File: src/sv/assert_macros.svh
// Assertion helpers for the RTL files that check their own logic.
`ifndef ASSERT_MACROS_SVH
`define ASSERT_MACROS_SVH

// The condition must hold at every clock edge outside reset.
`define RPQ_ASSERT_HOLDS(label, clk, rst_n, cond, msg) \
    label: assert property (@(posedge clk) disable iff (!rst_n) (cond)) else $error(msg);

// Whenever the antecedent holds, the consequent must hold in the same cycle.
`define RPQ_ASSERT_IMPLIES(label, clk, rst_n, ante, cons, msg) \
    label: assert property (@(posedge clk) disable iff (!rst_n) (ante) |-> (cons)) else $error(msg);

`endif

File: src/sv/rpq_pkg.sv
`default_nettype none

package rpq_pkg;

    // Fixed widths of the transaction fields.
    localparam int ID_W         = 5;
    localparam int PRIO_FIELD_W = 8;
    localparam int COUNT_W      = 6;

    // Command codes.
    localparam logic CMD_REMOVE = 1'b0;
    localparam logic CMD_ADD    = 1'b1;

    typedef struct packed {
        logic                    command;
        logic [ID_W-1:0]         process_id;
        logic [PRIO_FIELD_W-1:0] priority_req;
    } item_t;

    typedef struct packed {
        logic                    served_valid;
        logic [ID_W-1:0]         served_id;
        logic [PRIO_FIELD_W-1:0] served_priority;
        logic                    add_accepted;
        logic [COUNT_W-1:0]      queue_count;
        logic                    queue_empty;
    } result_t;

    // Broadcast to every cell of the row in the cycle a transaction is taken.
    typedef struct packed {
        logic insert;
        logic remove;
    } cell_ctrl_t;

endpackage

`default_nettype wire

File: src/sv/rpq_cell.sv
`default_nettype none

module rpq_cell #(
    parameter int PRIO_BITS = 8
) (
    input  wire                         clk,
    input  wire                         rst_n,
    input  rpq_pkg::cell_ctrl_t         ctrl,
    input  wire  [rpq_pkg::ID_W-1:0]    new_id,
    input  wire  [PRIO_BITS-1:0]        new_prio,
    input  wire                         left_valid,
    input  wire  [rpq_pkg::ID_W-1:0]    left_id,
    input  wire  [PRIO_BITS-1:0]        left_prio,
    input  wire                         left_stays,
    input  wire                         right_valid,
    input  wire  [rpq_pkg::ID_W-1:0]    right_id,
    input  wire  [PRIO_BITS-1:0]        right_prio,
    output logic                        valid,
    output logic [rpq_pkg::ID_W-1:0]    id,
    output logic [PRIO_BITS-1:0]        prio,
    output logic                        stays
);
    import rpq_pkg::*;

    logic                 valid_reg;
    logic                 valid_next;
    logic [ID_W-1:0]      id_reg;
    logic [ID_W-1:0]      id_next;
    logic [PRIO_BITS-1:0] prio_reg;
    logic [PRIO_BITS-1:0] prio_next;

    // An entry keeps its slot on an insert only if it outranks the new one,
    // so equal priorities let the newer entry go ahead.
    assign stays = valid_reg && (prio_reg > new_prio);

    always_comb
    begin
        valid_next = valid_reg;
        id_next    = id_reg;
        prio_next  = prio_reg;
        if (ctrl.insert && !stays)
        begin
            if (left_stays)
            begin
                valid_next = 1'b1;
                id_next    = new_id;
                prio_next  = new_prio;
            end
            else
            begin
                valid_next = left_valid;
                id_next    = left_id;
                prio_next  = left_prio;
            end
        end
        else if (ctrl.remove)
        begin
            valid_next = right_valid;
            id_next    = right_id;
            prio_next  = right_prio;
        end
    end

    always_ff @(posedge clk or negedge rst_n)
    begin
        if (!rst_n)
        begin
            valid_reg <= 1'b0;
        end
        else
        begin
            valid_reg <= valid_next;
        end
    end

    always_ff @(posedge clk)
    begin
        id_reg   <= id_next;
        prio_reg <= prio_next;
    end

    assign valid = valid_reg;
    assign id    = id_reg;
    assign prio  = prio_reg;

endmodule

`default_nettype wire

File: src/sv/rpq_skid.sv
`default_nettype none

module rpq_skid (
    input  wire               clk,
    input  wire               rst_n,
    input  wire               load_valid,
    output logic              load_ready,
    input  rpq_pkg::result_t  load,
    output logic              result_valid,
    input  wire               result_ready,
    output rpq_pkg::result_t  result
);
    import rpq_pkg::*;

    logic    main_valid_reg;
    logic    main_valid_next;
    result_t main_reg;
    result_t main_next;
    logic    spare_valid_reg;
    logic    spare_valid_next;
    result_t spare_reg;
    result_t spare_next;
    logic    out_fire;

    // The spare entry catches one result while the output is stalled.
    assign load_ready = !spare_valid_reg;
    assign out_fire   = main_valid_reg && result_ready;

    always_comb
    begin
        main_valid_next  = main_valid_reg;
        main_next        = main_reg;
        spare_valid_next = spare_valid_reg;
        spare_next       = spare_reg;
        if (spare_valid_reg)
        begin
            if (out_fire)
            begin
                main_next        = spare_reg;
                spare_valid_next = 1'b0;
            end
        end
        else if (load_valid)
        begin
            if (!main_valid_reg || out_fire)
            begin
                main_valid_next = 1'b1;
                main_next       = load;
            end
            else
            begin
                spare_valid_next = 1'b1;
                spare_next       = load;
            end
        end
        else if (out_fire)
        begin
            main_valid_next = 1'b0;
        end
    end

    always_ff @(posedge clk or negedge rst_n)
    begin
        if (!rst_n)
        begin
            main_valid_reg  <= 1'b0;
            spare_valid_reg <= 1'b0;
        end
        else
        begin
            main_valid_reg  <= main_valid_next;
            spare_valid_reg <= spare_valid_next;
        end
    end

    always_ff @(posedge clk)
    begin
        main_reg  <= main_next;
        spare_reg <= spare_next;
    end

    assign result_valid = main_valid_reg;
    assign result       = main_reg;

endmodule

`default_nettype wire

File: src/sv/process_ready_priority_queue_top.sv
// Ready queue of process identifiers, served in descending priority order.
// Input channel item/item_valid/item_ready carries one command transaction:
// an add (process_id with priority_req) or a remove of the head entry.
// Output channel result/result_valid/result_ready returns exactly one result
// transaction per command: the served entry on a remove, the accept flag on
// an add, and the entry count and empty flag as they stand afterwards.
// The result of an accepted command is registered before it is presented.
// Throughput is one command per cycle while item_ready is high: the row of
// cells compares against the new priority in parallel and shifts at once, so
// the row update sets the rate. An add of a process that is already queued,
// or an id at or above NUM_PROCS, is rejected without changing the queue.
// Reset clears every slot valid bit, every ready mark and the count, so the
// queue comes up empty and accepts commands as soon as reset is released.
// When the receiver stalls, one result waits at the output and one more is
// held in a spare register; item_ready drops only once both are occupied.
`default_nettype none
`include "assert_macros.svh"

module process_ready_priority_queue_top #(
    parameter int NUM_PROCS = 32,
    parameter int PRIO_BITS = 8
) (
    input  wire               clk,
    input  wire               rst_n,
    input  wire               item_valid,
    output logic              item_ready,
    input  rpq_pkg::item_t    item,
    output logic              result_valid,
    input  wire               result_ready,
    output rpq_pkg::result_t  result
);
    import rpq_pkg::*;

    // Process ids are only ID_W bits wide, so no more marks than ids exist.
    localparam int NUM_MARKS = (NUM_PROCS < (1 << ID_W)) ? NUM_PROCS : (1 << ID_W);
    localparam int CNT_W     = $clog2(NUM_PROCS + 1);

    logic                 accept;
    logic                 is_add;
    logic                 is_remove;
    logic                 id_ok;
    logic                 already_ready;
    logic                 full;
    logic                 do_insert;
    logic                 do_serve;
    logic [PRIO_BITS-1:0] prio_in;
    cell_ctrl_t           ctrl;

    logic [CNT_W-1:0]     count_reg;
    logic [CNT_W-1:0]     count_next;
    logic [NUM_MARKS-1:0] marks_reg;
    logic [NUM_MARKS-1:0] marks_next;

    // Contents of the cell row; cell 0 is the head of the queue.
    logic [NUM_PROCS-1:0] cell_valid;
    logic [NUM_PROCS-1:0] cell_stays;
    logic [ID_W-1:0]      cell_id   [NUM_PROCS];
    logic [PRIO_BITS-1:0] cell_prio [NUM_PROCS];

    result_t              result_next;
    logic                 load_ready;

    assign item_ready = load_ready;
    assign accept     = item_valid && item_ready;
    assign is_add     = accept && (item.command == CMD_ADD);
    assign is_remove  = accept && (item.command == CMD_REMOVE);
    assign prio_in    = PRIO_BITS'(item.priority_req);
    assign id_ok      = 32'(item.process_id) < NUM_PROCS;
    assign full       = count_reg == CNT_W'(NUM_PROCS);

    // Look up the ready mark of the process being added.
    always_comb
    begin
        already_ready = 1'b0;
        for (int i = 0; i < NUM_MARKS; i++)
        begin
            if (marks_reg[i] && (item.process_id == ID_W'(i)))
            begin
                already_ready = 1'b1;
            end
        end
    end

    assign do_insert   = is_add && id_ok && !already_ready && !full;
    assign do_serve    = is_remove && cell_valid[0];
    assign ctrl.insert = do_insert;
    assign ctrl.remove = do_serve;

    // The count and the marks follow the queue contents: an insert sets the
    // added process's mark, a serve clears the mark of the head entry.
    always_comb
    begin
        count_next = count_reg;
        marks_next = marks_reg;
        if (do_insert)
        begin
            count_next = count_reg + CNT_W'(1);
        end
        else if (do_serve)
        begin
            count_next = count_reg - CNT_W'(1);
        end
        for (int i = 0; i < NUM_MARKS; i++)
        begin
            if (do_insert && (item.process_id == ID_W'(i)))
            begin
                marks_next[i] = 1'b1;
            end
            if (do_serve && (cell_id[0] == ID_W'(i)))
            begin
                marks_next[i] = 1'b0;
            end
        end
    end

    always_ff @(posedge clk or negedge rst_n)
    begin
        if (!rst_n)
        begin
            count_reg <= '0;
            marks_reg <= '0;
        end
        else
        begin
            count_reg <= count_next;
            marks_reg <= marks_next;
        end
    end

    // The row of cells. On an insert every cell decides in parallel whether
    // it keeps its entry, takes the new one or takes its left neighbor's; on
    // a serve every cell takes its right neighbor's entry.
    for (genvar g = 0; g < NUM_PROCS; g++)
    begin : g_cell
        logic                 left_valid;
        logic [ID_W-1:0]      left_id;
        logic [PRIO_BITS-1:0] left_prio;
        logic                 left_stays;
        logic                 right_valid;
        logic [ID_W-1:0]      right_id;
        logic [PRIO_BITS-1:0] right_prio;

        if (g == 0)
        begin : g_head
            // The head has nothing ahead of it, so a new entry that
            // outranks or ties it lands here.
            assign left_valid = 1'b0;
            assign left_id    = '0;
            assign left_prio  = '0;
            assign left_stays = 1'b1;
        end
        else
        begin : g_body
            assign left_valid = cell_valid[g-1];
            assign left_id    = cell_id[g-1];
            assign left_prio  = cell_prio[g-1];
            assign left_stays = cell_stays[g-1];
        end

        if (g == NUM_PROCS - 1)
        begin : g_tail
            assign right_valid = 1'b0;
            assign right_id    = '0;
            assign right_prio  = '0;
        end
        else
        begin : g_inner
            assign right_valid = cell_valid[g+1];
            assign right_id    = cell_id[g+1];
            assign right_prio  = cell_prio[g+1];
        end

        rpq_cell #(
            .PRIO_BITS (PRIO_BITS)
        ) u_cell (
            .clk         (clk),
            .rst_n       (rst_n),
            .ctrl        (ctrl),
            .new_id      (item.process_id),
            .new_prio    (prio_in),
            .left_valid  (left_valid),
            .left_id     (left_id),
            .left_prio   (left_prio),
            .left_stays  (left_stays),
            .right_valid (right_valid),
            .right_id    (right_id),
            .right_prio  (right_prio),
            .valid       (cell_valid[g]),
            .id          (cell_id[g]),
            .prio        (cell_prio[g]),
            .stays       (cell_stays[g])
        );
    end

    // The result reports the head as it stood before the serve, and the
    // count as it stands after this transaction.
    always_comb
    begin
        result_next.served_valid    = do_serve;
        result_next.served_id       = do_serve ? cell_id[0] : '0;
        result_next.served_priority = do_serve ? PRIO_FIELD_W'(cell_prio[0]) : '0;
        result_next.add_accepted    = do_insert;
        result_next.queue_count     = COUNT_W'(count_next);
        result_next.queue_empty     = count_next == '0;
    end

    rpq_skid u_skid (
        .clk          (clk),
        .rst_n        (rst_n),
        .load_valid   (accept),
        .load_ready   (load_ready),
        .load         (result_next),
        .result_valid (result_valid),
        .result_ready (result_ready),
        .result       (result)
    );

    `RPQ_ASSERT_HOLDS(a_count_matches_cells, clk, rst_n, $countones(cell_valid) == int'(count_reg), "entry count disagrees with occupied cells")
    `RPQ_ASSERT_HOLDS(a_marks_match_count, clk, rst_n, $countones(marks_reg) == int'(count_reg), "ready marks disagree with entry count")
    `RPQ_ASSERT_HOLDS(a_cells_packed, clk, rst_n, (cell_valid & (cell_valid + NUM_PROCS'(1))) == '0, "occupied cells are not packed toward the head")
    `RPQ_ASSERT_IMPLIES(a_stall_holds_result, clk, rst_n, !item_ready, result_valid, "input stalled with no result waiting")

endmodule

`default_nettype wire
File: config.mk
export PLATFORM = sky130hd
export DESIGN_NAME = process_ready_priority_queue_top
export DESIGN_NICKNAME = d
export VERILOG_FILES = /design/src/sv/rpq_pkg.sv /design/src/sv/rpq_cell.sv /design/src/sv/rpq_skid.sv /design/src/sv/process_ready_priority_queue_top.sv
export VERILOG_INCLUDE_DIRS = /design/src /design/src/sv
export SDC_FILE = /design/constraint.sdc
export NUM_CORES = 1
export LEC_CHECK = 0
export BUFFER_PORTS_ARGS = -buffer_cell sky130_fd_sc_hd__buf_2
export CORE_MARGIN = 4
export CORE_UTILIZATION = 40
export DETAILED_ROUTE_END_ITERATION = 12
export PLACE_DENSITY = 0.64
export SLEW_MARGIN = 20
export SYNTH_ARGS = -nofsm -noshare
export SYNTH_HDL_FRONTEND = slang
export SYNTH_SLANG_ARGS = --single-unit
File: constraint.sdc
create_clock -name clk -period 6.7 [get_ports clk]
set_input_delay 1.005 -clock clk [delete_from_list [all_inputs] [get_ports clk]]
set_output_delay 1.005 -clock clk [all_outputs]
set_load 0.01 [all_outputs]
==> results.md, run 1 <==
* **total overflow reported by the global router** 0
* **Antenna Cells** 0
* **class of the most critical hold timing path** in2async
* **number of buffers between clock root and the deepest sink** 3
* **layout-stage area growth over the synthesis result** 9.08%
* **Post-Route Skew** 0.0241 ns
* **Worst path most repeated cell** o21a_1
* **number of instances in the synthesized netlist** 2,597
* **Min Hold Slack** 0.274 ns
* **setup_tns** 0 ns
* **Critical Path End Type** register
* **level count of the clock H-tree** 2
* **power density over the cells** 301 mW/mm²
* **Fmax achieved** 218 MHz
* **number of input and output port buffers inserted** 41
* **total setup violations reported at the end of the flow** 0
* **buffer and inverter count on the worst path** 3
* **CTS tree** yes
* **# clock sinks** 532
* **fin crit share** 0.686
* **predominant post-synthesis flop cell** edfxtp_1
* **1st-iter DRT viols** 1,414
* **Syn Std Cell Area** 0.0355 mm²
* **via count** 22,090
* **leading cell type in the layout, fill and taps excluded** mux2_2
* **Total Routing Usage GR** 0.187
* **cell class contributing the biggest share of worst-path delay** buffers and inverters
* **# DRC** 0
* **die height** 306 µm
* **CP cell instances** buf_2 -> inv_2 -> ha_1 -> o21a_1 -> o21a_1 -> o21bai_1 -> a21oi_1 -> buf_4 -> mux2_2 -> mux2_4
* **total nets after synthesis** 2,874
* **final cell count without fillers** 3,828
* **commonest cells after routing, fill and taps aside** mux2_2 (492), edfxtp_1 (460), mux2_4 (263), ha_1 (259), nand2_1 (85)
* **buffers inserted during post-CTS setup optimization** 0
* **first-pass GRT wire length** 141,000 µm
* **Worst-Skew Late Latency** 0.63 ns
* **DR WL/cell** 23.4 µm
* **leakage power of the design** 15.0 nW
* **antenna violation net count after detailed routing** 0
* **slowest library cell on the worst path** buf_2
* **slew of the pin with the lowest slew margin** 1.14 ns
* **root buffer cell** clkbuf_16
* **final wirelength** 89,400 µm
* **detailed-router iteration count before antenna repair** 5
* **I/O pin total** 42
* **horizontal die dimension** 306 µm
* **initial antenna violation count** 1
* **maximum number of pins on one net before global-route repair** 50
* **number of global-route vias before repair** 23,796
* **max reg flops** 256
* **clock transition time at the flip-flop clock pins of the worst setup and hold paths** 0.06 ns
* **share of layout cells above drive strength 1** 0.385
* **sequential-to-total area share from yosys stat** 0.440
* **Tmin final** 4.60 ns
* **Initial Util** 0.402
* **data arrival at the endpoint of the critical path** 4.97 ns
* **critical path peak fanout** 33
* **placement row count** 109
* **worst voltage drop across the vdd grid** 206 µV
* **startpoint types** input pin
* **Setup Crit Path Kind** in2reg
* **number of buffers created by CTS** 59
* **Die Footprint** 0.0936 mm²
* **count of different cell masters after synthesis** 78
* **number of synthesized register bits** 532
* **post-DR vias/cell** 5.77
* **Relative slew margins** 0.237
* **required time reported for the critical path endpoint** 7.07 ns
* **final hold violation count** 0
* **post-CTS resize count** 0
* **post-layout net count** 2,892
* **synthesized area per cell** 13.7 µm²
* **total of warnings raised by yosys** 0
* **status** completed
* **share of async-settable or async-resettable flops after synthesis** 0.135
* **number of synthesized flops with an enable pin** 460
* **Core Footprint** 0.0882 mm²
* **Slew Limit Fails** 0
* **maxcap violations** 0
* **Cell Count Post-Placement** 3,719
* **delay of the slowest critical-path stage** 0.73 ns
* **final RePlAce weighted congestion** 0.808
* **HPWL after detailed placement** 61,400 µm
* **unrepaired setup endpoints after global routing** false
* **CTS Hold Buffers Added** 0
==> Yosys cell counts, drive strengths merged (3+ instances only) <==
cell type	count	area, µm²
ha	259	3240
o22a	5	43.8
or3	5	31.3
nor2b	37	231
edfxtp	460	13800
o21bai	31	233
o21a	65	488
nor4b	4	41.3
nor3	7	35.0
o22ai	3	38.8
nand2b	5	33.8
nand4	64	400
nand3b	10	75.1
inv	54	203
a221o	9	90.1
mux2i	79	791
o32a	3	30.0
or2	3	18.8
o211a	9	90.1
clkbuf	99	372
o21ai	72	360
and2	11	68.8
a211oi	3	27.5
buf	53	589
dfrtp	72	1800
a31oi	27	169
a41oi	3	26.3
nand2	85	319
a21o	75	563
a21oi	80	434
nor4	15	93.8
a2111oi	4	73.8
nor2	84	806
mux2	755	9490
nand3	10	55.1
xor2	3	26.3
xnor2	5	43.8
==> kinds of logic after synthesis <==
logic type / count (synthesis) / synth area share
adders and majority gates: 259 / 0.0913
AOI/OAI and AO/OA: 407 / 0.0797
buffers and inverters: 207 / 0.0329
DFF: 532 / 0.440
xor gates and xnor gates: 8 / 0.00197
muxes: 834 / 0.290
and+or+nand+nor: 350 / 0.0648
==> path summary, 6_finish.rpt <==
kind	start	end	slack (ns)	cells past startpoint
hold / removal	rst_n	marks_reg[29]$_DFFE_PN0P_	0.27	1
setup / recovery	item[2]	g_cell[28].u_cell.id[1]$_DFFE_PP_	2.10	10
max in group asynchronous	rst_n	g_cell[20].u_cell.valid$_DFFE_PN0P_	5.23	2
hold reg to reg	marks_reg[22]$_DFFE_PN0P_	marks_reg[22]$_DFFE_PN0P_	0.50	1
setup reg to reg	count_reg[0]$_DFF_PN0_	g_cell[18].u_cell.id[0]$_DFFE_PP_	2.95	9
min in group clk	marks_reg[22]$_DFFE_PN0P_	marks_reg[22]$_DFFE_PN0P_	0.50	1
==> layout make-up <==
type | count | area, µm²
clock inverters | 33 | 358
fillers | 7855 | 49500
inverters | 55 | 206
multi-input cells | 1858 | 18800
repair buffers | 109 | 743
well taps | 1165 | 1460
flip-flops and latches | 532 | 15600
clock buffers | 76 | 1540
==> power by group <==
group / switching (W) / internal [W] / total (W) / leakage (nW)
registers: 0.000520 / 0.00452 / 0.00504 / 5.22
logic: 0.00168 / 0.00166 / 0.00333 / 8.83
clock network: 0.00140 / 0.00189 / 0.00329 / 0.937
==> metal layers <==
metal / vias up / track usage / wire [µm]
li1: 10090 / - / -
met1: 11329 / 0.254 / 40100
met2: 506 / 0.317 / 43300
met3: 163 / 0.0225 / 3800
met4: 2 / 0.0510 / 2220
met5: - / 0 / 9
==> through the flow <==
step                      setup WS (ns)  area (µm²)  total power [W]   util
after CTS                          2.10       38700           0.0117  0.438
after detailed placement           1.43       36800          0.00842  0.417
after global placement             1.59       36800          0.00826  0.417
final                              2.10       38700           0.0117  0.439
after global routing               1.97       38700           0.0122  0.439
after floorplan                    2.09       35500          0.00744      -
Note: power is estimated with default switching activity, not from simulation.
==> run 2: changes to the inputs <==
- clock period: 6.7 -> 4.7 ns (I/O delays scaled with it)
==> run 2 against run 1 <==
Against the previous run: flip-flop and latch count did not move; via count fell by 1.3%; clock power rose by 36%; global-route usage fell by 0.35 points; non-clock buffer count rose by 29; critical endpoint is now g_cell[21].u_cell.prio[3]$_DFFE_PP_; largest power group unchanged.
==> results.md, run 2 (synthesis gave the netlist of run 1 again) <==
* **Slew Limit Fails** 0, unchanged
* **switching component of the power** 0.00507 W, +41%
* **maxcap violations** 0, unchanged
* **Worst path most repeated cell** buf_12
* **detailed-router iteration count before antenna repair** 7, +2
* **first-pass GRT wire length** 138,000 µm, -2.4%
* **root buffer cell** clkbuf_16
* **clock network fraction of total power** 0.273, -0.009
* **level count of the clock H-tree** 2, unchanged
* **Setup Crit Path Kind** in2reg
* **final RePlAce weighted congestion** 0.852, +5.4%
* **post-CTS resize count** 0, unchanged
* **startpoint types** input pin
* **number of buffers between clock root and the deepest sink** 3, unchanged
* **clock transition time at the flip-flop clock pins of the worst setup and hold paths** 0.06 ns, about the same
* **HPWL after detailed placement** 60,900 µm, -0.77%
* **Min Hold Slack** 0.115 ns, -0.158 ns
* **1st-iter DRT viols** 1,478, +4.5%
* **Reg2Reg Setup Slack** 1.15 ns, -1.80 ns
* **Internal Pwr Total** 0.0114 W, +41%
* **commonest cells after routing, fill and taps aside** mux2_2 (492), edfxtp_1 (460), mux2_4 (263), ha_1 (259), buf_4 (92)
* **status** completed
* **number of input and output port buffers inserted** 41, unchanged
* **# clock sinks** 532, unchanged
* **share of layout cells above drive strength 1** 0.388, +0.00306
* **die height** 306 µm, unchanged
* **cell class contributing the biggest share of worst-path delay** buffers and inverters
* **worst voltage drop across the vdd grid** 308 µV, +50%
* **number of global-route vias before repair** 23,513, -1.2%
* **Die Footprint** 0.0936 mm², unchanged
* **FF-to-FF End** g_cell[6].u_cell.id[4]$_DFFE_PP_
* **endpoint of the worst setup timing path** g_cell[21].u_cell.prio[3]$_DFFE_PP_
* **Tmin final** 3.56 ns
* **setup_tns** 0 ns, unchanged
* **post-layout net count** 2,919, +0.93%
* **unrepaired setup endpoints after global routing** false
* **Antenna Cells** 0, unchanged
* **Worst-Skew Late Latency** 0.64 ns, about the same
* **CTS tree** yes
* **layout-stage area growth over the synthesis result** 9.56%
* **CP cell instances** buf_2 -> buf_4 -> nand2_1 -> o21ai_0 -> a211oi_1 -> o22ai_4 -> or2_4 -> buf_12 -> buf_12 -> nor2_8 -> mux2_4
* **antenna violation net count after detailed routing** 0, unchanged
* **Initial Util** 0.402, unchanged
* **Core Footprint** 0.0882 mm², unchanged
* **horizontal die dimension** 306 µm, unchanged
* **placement row count** 109, unchanged
* **max reg flops** 256, unchanged
* **leakage power of the design** 15.1 nW, +0.77%
* **via count** 21,804, -1.3%
* **final hold violation count** 0, unchanged
* **slew of the pin with the lowest slew margin** 1.16 ns, +0.0180 ns
* **slowest library cell on the worst path** buf_4
* **CTS Hold Buffers Added** 0, unchanged
* **critical path peak fanout** 43, +30%
* **post-DR vias/cell** 5.65, -2.0%
* **power density over the cells** 422 mW/mm², +40%
* **data arrival at the endpoint of the critical path** 3.94 ns, -1.03 ns
* **Total Routing Usage GR** 0.184, -0.00348
* **class of the most critical hold timing path** in2async
* **net switching share of the total power** 0.308, about the same
* **Post-Route Utilization** 0.441, +0.00196
* **combinational power share** 0.292, +0.006
* **fin crit share** 0.758
* **delay of the slowest critical-path stage** 0.60 ns, -0.13 ns
* **total overflow reported by the global router** 0, unchanged
* **Relative slew margins** 0.226, -0.0109
* **maximum number of pins on one net before global-route repair** 76, +52%
* **relative contribution of sequential cells to total power** 0.435, +0.003
* **Post-Route Skew** 0.0328 ns, +0.00867 ns
* **required time reported for the critical path endpoint** 5.08 ns, -1.99 ns
* **number of buffers created by CTS** 57, -3.4%
* **start point of the critical path** item[10]
* **buffer and inverter count on the worst path** 4, +1
* **DR WL/cell** 22.9 µm, -1.9%
* **buffers inserted during post-CTS setup optimization** 0, unchanged
* **Fmax achieved** 281 MHz
* **Worst R2R Start** count_reg[0]$_DFF_PN0_
* **Reg2Reg Depth** 9, unchanged
* **# DRC** 0, unchanged
* **Total Power** 0.0164 W, +41%
* **total setup violations reported at the end of the flow** 0, unchanged
* **CP Depth** 11, +1
* **I/O pin total** 42, unchanged
* **number of fill cells** 7,868, +0.17%
* **initial antenna violation count** 1, unchanged
* **final wirelength** 88,300 µm, -1.2%
* **Critical Path End Type** register
* **leading cell type in the layout, fill and taps excluded** mux2_2
==> run 2: cell count changes in the layout (fill, tap and decap cells not counted), sizes merged <==
cell / change
bufinv: -4
buf: +29
clkbuf: +4
inv: -1
==> run 2: final cells by class <==
cell class	instances	area (µm²)	share of cell area
Multi-Input combinational cell	1858	18800	0.483
Timing Repair Buffer	138	1010	0.0260
Inverter	55	206	0.00531
Clock inverter	28	246	0.00634
Sequential cell	532	15600	0.401
Clock buffer	80	1580	0.0407
Tap cell	1165	1460	0.0375
==> run 2: metal layers <==
layer	up-vias	wire length (µm)	track usage
met5	-	0	0
met4	0	2660	0.0540
met3	178	3690	0.0222
met2	510	42900	0.318
met1	10989	39000	0.242
li1	10127	-	-
==> run 2: worst register-to-register path, delay by kind of cell (launching register included) <==
| family | cells | cell delay, ns |
|---|---|---|
| and+or+nand+nor | 3 | 1.20 |
| AOI/OAI and AO/OA | 2 | 0.54 |
| adders and majority gates | 1 | 0.23 |
| DFF | 1 | 0.50 |
| buffers and inverters | 2 | 0.42 |
| muxes | 1 | 0.42 |
==> run 2: stage by stage <==
stage | worst slack, ns | instances | cell area (µm²)
global placement | 0.490 | 3748 | 37000
floorplan | 0.389 | 2597 | 35500
detailed placement | 0.556 | 3748 | 37000
CTS | 1.15 | 3856 | 38900
global route | 0.985 | 3856 | 38900
finish | 1.14 | 3856 | 38900
==> run 2: power by group through the flow <==
stage / Clock [W] / Combinational [W] / Sequential (W)
after CTS: 0.00459 / 0.00479 / 0.00715
after detailed placement: 0 / 0.00477 / 0.00724
after floorplan: 0 / 0.00367 / 0.00694
after global routing: 0.00476 / 0.00523 / 0.00725
final: 0.00449 / 0.00479 / 0.00715
after global placement: 0 / 0.00457 / 0.00723
==> run 2: worst min-delay path by stage <==
stage | to | from
after floorplan | count_reg[0]$_DFF_PN0_ | rst_n
after global placement | marks_reg[19]$_DFFE_PN0P_ | marks_reg[19]$_DFFE_PN0P_
after detailed placement | marks_reg[17]$_DFFE_PN0P_ | marks_reg[17]$_DFFE_PN0P_
after CTS | count_reg[2]$_DFF_PN0_ | rst_n
after global routing | marks_reg[9]$_DFFE_PN0P_ | rst_n
final | marks_reg[20]$_DFFE_PN0P_ | rst_n
